--- config.mk ---
export PLATFORM = sky130hd
export DESIGN_NAME = pts_ctrl
export DESIGN_NICKNAME = d
export VERILOG_FILES = /design/src/sv/pts_pkg.sv /design/src/sv/pts_ctrl.sv
export SDC_FILE = /design/constraint.sdc
export NUM_CORES = 1
export LEC_CHECK = 0
export BUFFER_PORTS_ARGS = -buffer_cell sky130_fd_sc_hd__buf_2
export CORE_AREA = 2 2 39 41
export CTS_CLUSTER_DIAMETER = 150
export DETAILED_ROUTE_END_ITERATION = 6
export DIE_AREA = 0 0 41 43
export SYNTH_ARGS = -nofsm -noshare
export SYNTH_HDL_FRONTEND = slang
export SYNTH_SLANG_ARGS = --single-unit
--- constraint.sdc ---
create_clock -name clk -period 3.7 [get_ports clk]
set_clock_uncertainty 0.2 [all_clocks]
set_input_delay 0.74 -clock clk [delete_from_list [all_inputs] [get_ports clk]]
set_output_delay 0.74 -clock clk [all_outputs]
set_load 0.005 [all_outputs]
--- src/sv/pts_pkg.sv ---
// Shared package of the packet traffic statistics block: sizes, field codes,
// the input item layout and the control and status bundles.
// Depends on nothing; every other file of the block but pts_ram imports it.
package pts_pkg;

    // Sizes of the counter stores.
    localparam int MAX_LEN          = 9000;
    localparam int PORT_TABLE_DEPTH = 2048;
    localparam int ICMP_TYPES       = 256;
    localparam int HIST_DEPTH       = MAX_LEN + 1;
    localparam int HIST_AW          = $clog2(HIST_DEPTH);
    localparam int PORT_AW          = $clog2(PORT_TABLE_DEPTH);
    localparam int ICMP_AW          = $clog2(ICMP_TYPES);

    // The clearing sweep covers the deepest store.
    localparam int CLR_DEPTH_A = (HIST_DEPTH > PORT_TABLE_DEPTH) ? HIST_DEPTH : PORT_TABLE_DEPTH;
    localparam int CLR_DEPTH   = (CLR_DEPTH_A > ICMP_TYPES) ? CLR_DEPTH_A : ICMP_TYPES;
    localparam int CLR_W       = $clog2(CLR_DEPTH);

    // Field widths.
    localparam int CNT_W   = 64;
    localparam int FUNC_W  = 2;
    localparam int PROTO_W = 2;
    localparam int PORT_W  = 16;
    localparam int ITYPE_W = 8;
    localparam int LEN_W   = 16;
    localparam int TBL_W   = 4;
    localparam int IDX_W   = 14;
    localparam int CFG_W   = 11;

    localparam logic [CFG_W-1:0] CFG_RESET = 11'd1024;

    // Stream widths: tdata is padded to whole bytes.
    localparam int S_TDATA_W = 80;
    localparam int S_TUSER_W = FUNC_W;
    localparam int M_TDATA_W = CNT_W;
    localparam int M_TUSER_W = 1;

    // Item function codes.
    localparam logic [FUNC_W-1:0] FUNC_UPDATE = 2'd0;
    localparam logic [FUNC_W-1:0] FUNC_READ   = 2'd1;
    localparam logic [FUNC_W-1:0] FUNC_CLEAR  = 2'd2;

    // Transport kinds.
    localparam logic [PROTO_W-1:0] PROTO_NONE = 2'd0;
    localparam logic [PROTO_W-1:0] PROTO_TCP  = 2'd1;
    localparam logic [PROTO_W-1:0] PROTO_UDP  = 2'd2;
    localparam logic [PROTO_W-1:0] PROTO_ICMP = 2'd3;

    // Counter set codes for reads.
    localparam logic [TBL_W-1:0] TBL_TOTAL    = 4'd0;
    localparam logic [TBL_W-1:0] TBL_HIST     = 4'd1;
    localparam logic [TBL_W-1:0] TBL_OVERSIZE = 4'd2;
    localparam logic [TBL_W-1:0] TBL_TCP_SRC  = 4'd3;
    localparam logic [TBL_W-1:0] TBL_TCP_DST  = 4'd4;
    localparam logic [TBL_W-1:0] TBL_TCP_HIGH = 4'd5;
    localparam logic [TBL_W-1:0] TBL_UDP_SRC  = 4'd6;
    localparam logic [TBL_W-1:0] TBL_UDP_DST  = 4'd7;
    localparam logic [TBL_W-1:0] TBL_UDP_HIGH = 4'd8;
    localparam logic [TBL_W-1:0] TBL_ICMP     = 4'd9;

    // One input item as held inside the datapath.
    typedef struct packed {
        logic [FUNC_W-1:0]  func;
        logic               rebuilt;
        logic [PROTO_W-1:0] proto;
        logic [PORT_W-1:0]  src_port;
        logic [PORT_W-1:0]  dst_port;
        logic [ITYPE_W-1:0] icmp_type;
        logic [LEN_W-1:0]   pkt_len;
        logic [TBL_W-1:0]   read_table;
        logic [IDX_W-1:0]   read_index;
    } pts_item_t;

    // Commands from the controller to the datapath.
    typedef struct packed {
        logic capture;
        logic commit;
        logic clr_start;
        logic clr_active;
    } pts_cmd_t;

    // Status from the datapath to the controller.
    typedef struct packed {
        logic in_is_clear;
        logic item_is_read;
        logic clr_done;
    } pts_sts_t;

endpackage

--- src/sv/pts_ctrl.sv ---
// Controller of the packet traffic statistics block: clearing sweep, item
// acceptance, commit timing and the result valid flag.
// Depends on pts_pkg.
module pts_ctrl (
    input  logic              clk,
    input  logic              rst_n,
    input  logic              s_tvalid,
    output logic              s_tready,
    output logic              m_tvalid,
    input  logic              m_tready,
    input  pts_pkg::pts_sts_t sts,
    output pts_pkg::pts_cmd_t cmd
);
    import pts_pkg::*;

    typedef enum logic [1:0] {
        ST_CLEAR,
        ST_IDLE,
        ST_EXEC
    } state_t;

    state_t state_reg;
    logic   s_tready_reg;
    logic   m_tvalid_reg;
    logic   capture;
    logic   commit;

    // An item is taken only in the idle state; a read commits once the result slot is free.
    assign capture = s_tvalid && s_tready_reg;
    assign commit  = (state_reg == ST_EXEC)
                     && (!sts.item_is_read || !m_tvalid_reg || m_tready);

    always_comb
    begin
        cmd.capture    = capture;
        cmd.commit     = commit;
        cmd.clr_start  = capture && sts.in_is_clear;
        cmd.clr_active = (state_reg == ST_CLEAR);
    end

    // State and registered handshake outputs.
    always_ff @(posedge clk or negedge rst_n)
    begin
        if (!rst_n)
        begin
            state_reg    <= ST_CLEAR;
            s_tready_reg <= 1'b0;
            m_tvalid_reg <= 1'b0;
        end
        else
        begin
            if (commit && sts.item_is_read)
            begin
                m_tvalid_reg <= 1'b1;
            end
            else if (m_tready)
            begin
                m_tvalid_reg <= 1'b0;
            end

            case (state_reg)
                ST_CLEAR:
                begin
                    if (sts.clr_done)
                    begin
                        state_reg    <= ST_IDLE;
                        s_tready_reg <= 1'b1;
                    end
                end
                ST_IDLE:
                begin
                    if (capture)
                    begin
                        s_tready_reg <= 1'b0;
                        state_reg    <= sts.in_is_clear ? ST_CLEAR : ST_EXEC;
                    end
                end
                ST_EXEC:
                begin
                    if (commit)
                    begin
                        state_reg    <= ST_IDLE;
                        s_tready_reg <= 1'b1;
                    end
                end
                default:
                begin
                    state_reg    <= ST_CLEAR;
                    s_tready_reg <= 1'b0;
                end
            endcase
        end
    end

    assign s_tready = s_tready_reg;
    assign m_tvalid = m_tvalid_reg;

endmodule

==> impl_results.md <==
- Largest net degree at the start of global routing: 9
- CP cell instances: buf_2, nor2b_1, a21oi_1, buf_2
- P_sw: approximately 0.037 mW
- Int Pwr: 0.0976 mW
- Logic pwr share: 0.250
- Synth top cells by count: 3 x dfrtp_1, 3 x nand2b_1, 2 x buf_4, 2 x nor2_1
- Sw Ratio: 0.276
- TNS Setup: 0 ps
- CTS Root Cell: clkbuf_4
- Status: finished, final reports clean
- CTS buffer count: 3
- Netlist cell types: 13
- Htree depth: 1
- Top FF cell, synth: dfrtp_1
- Post-synth ARST share: 1.00
- All-Layer GR Usage: 0.0633
- # fillers: 161
- Leakage: 0.147 nW
- Initial antenna violation count: 0
- Final design utilization: 0.204
- Drt pass-1 iters: 3
- DRC viols: 0
- Worst hold path class: in2async
- P&R area growth vs syn: 47.7%
- Internal reg-to-reg setup slack: 2500 ps
- Clk buf depth: 2
- Grt total ovfl: 0
- Worst reg2reg path startpoint: state_reg[1]
- Crit path max fanout: 2
- Clock power frac: 0.415
- Peak supply drop: 99.9 µV
- DIE AREA: between 1500 and 2000 µm²
- Power per Cell Area: 476 nW/µm²
- Part of the power in registers: 0.336
- Final Hold Vio Count: 0
- Max-cap violation count: 0
- WHS: 100 ps
- Post-CTS Resized: 0
- Critical path launch point type: input port
- # IOs: 13
- Final setup violation count: 0
- Synthesized netlist cell count: 19
- Post-layout min period: 2130 ps
- Worst flop-to-flop path endpoint: s_tready
- Placer Congestion: 0.599
- Worst-Margin Slew: 209 ps
- Die width: 41 µm
- CP most frequent cell: buf_2
- Drt total wl: between 400 and 500 µm
- Antenna diodes: 0
- Max incr delay on CP: 130 ps
- Syn Nets: 26
- Yosys top cell by area: dfrtp_1
- Syn avg cell area: about 10 µm²
- RSZ-0062 raised after global routing: no
- Vias in the first global route: 186
- Post-DP HPWL: 363 µm
- R2R cell count: 2
- Crit. End Element: output port
- Global-route wire length before repair: about 670 µm
- Cells after DPL: 45
- Hold Buf Count CTS: 0
- Kind of critical path: in2out
- Final Max Tran Viols: 0
- Setup Fix Bufs, Post-CTS: 0
- Clock-pin slew on the worst setup and hold paths: ~40 ps
- EDFF count, synth: 0
- Clk sinks: 3
- Pwr Total: 0.135 mW
- Yosys synthesis warning count: 0
- Peak Freq: 470 MHz
- Sequential-to-total area share from yosys stat: 0.392
- Drt wl/cell: about 8.6 µm
- Core area: 1380 µm²
- Worst EP arrival: 1190 ps
- Vias per inst: 3.78
- Initial Util: 0.138
- Yosys reg bits: 3
- Row count: 14
- WP data required: 2760 ps
- I/O Buffers: 12
- Ranking of synthesized cells by area: dfrtp_1 39%, nand2b_1 9.8%, o32ai_2 8.5%
- Slowest-stage cell, CP: nor2b_1
- Final period utilization: 0.575
- DR vias: 185
- Nets@finish: 41
- CTS tree: yes
- Post-DRT Antenna Nets: 0
- Clock Latency Late Sink: 230 ps
- Post-synth top area share: 0.392
- Synthesized area: roughly 190 µm²
- Die height: 43 µm
- Layout cell share with drive strength beyond 1: 0.545
- Starting DRT DRC Count: 1
- Slew Limit Headroom: 0.861
- Non-Filler Instances: 49
worst max path at each step:
stage	slack, ps	startpoint	to	cells after the start
3_3_place_gp	1570	m_tready	cmd[2]	4
5_1_grt	1510	m_tready	cmd[2]	4
2_1_floorplan	1700	m_tready	cmd[2]	3
3_5_place_dp	1570	m_tready	cmd[2]	4
6_report	1570	m_tready	cmd[2]	4
4_1_cts	1570	m_tready	cmd[2]	4
area by class of cell:
type,count,area [µm²],area share
tap,16,20.0,0.0708
inverter,1,3.75,0.0133
timing repair buffer,12,60.1,0.212
multi-input combinational,13,97.6,0.345
clock buffer,4,26.3,0.0929
sequential,3,75.1,0.265
cell families after synthesis:
| kind of cell | after synthesis | share of synthesized area |
|---|---|---|
| AO/OA/AOI/OAI | 4 | 0.203 |
| buffers and inverters | 3 | 0.0980 |
| flip-flops | 3 | 0.392 |
| AND/OR/NAND/NOR | 9 | 0.307 |
power groups by stage:
stage / logic (mW) / clock network, mW / registers, mW
after floorplan: 0.0209 / 0 / 0.0450
after global placement: 0.0339 / 0 / 0.0459
after detailed placement: 0.0347 / 0 / 0.0460
after CTS: 0.0348 / 0.0586 / 0.0457
after global routing: 0.0380 / 0.0649 / 0.0473
final: 0.0336 / 0.0559 / 0.0452
per-layer routing:
layer  GRT usage  up-vias  wire, µm
li1            -       94         -
met1      0.0452       86       144
met2      0.0969        5       236
met3      0.0314        0        41
met4      0.0800        0         0
met5           0        -         0
per-stage QoR:
stage	cell area [µm²]	setup WS [ps]
5_1_grt	283	1510
6_report	283	1570
2_1_floorplan	191	1700
3_3_place_gp	256	1570
3_5_place_dp	256	1570
4_1_cts	283	1570
critical path, delay by kind of cell:
kind / cells / cell delay [ps]
simple gates: 1 / 130
compound gates: 1 / 90
buf+inv: 2 / 220
placed cells by master (no fill, tap or decap), types with 2 or more instances in the layout:
cell	count
clkbuf_4	3
nand2b_1	3
buf_2	12
dfrtp_1	3
nor2_1	2
(Power assumes the default switching activity.)
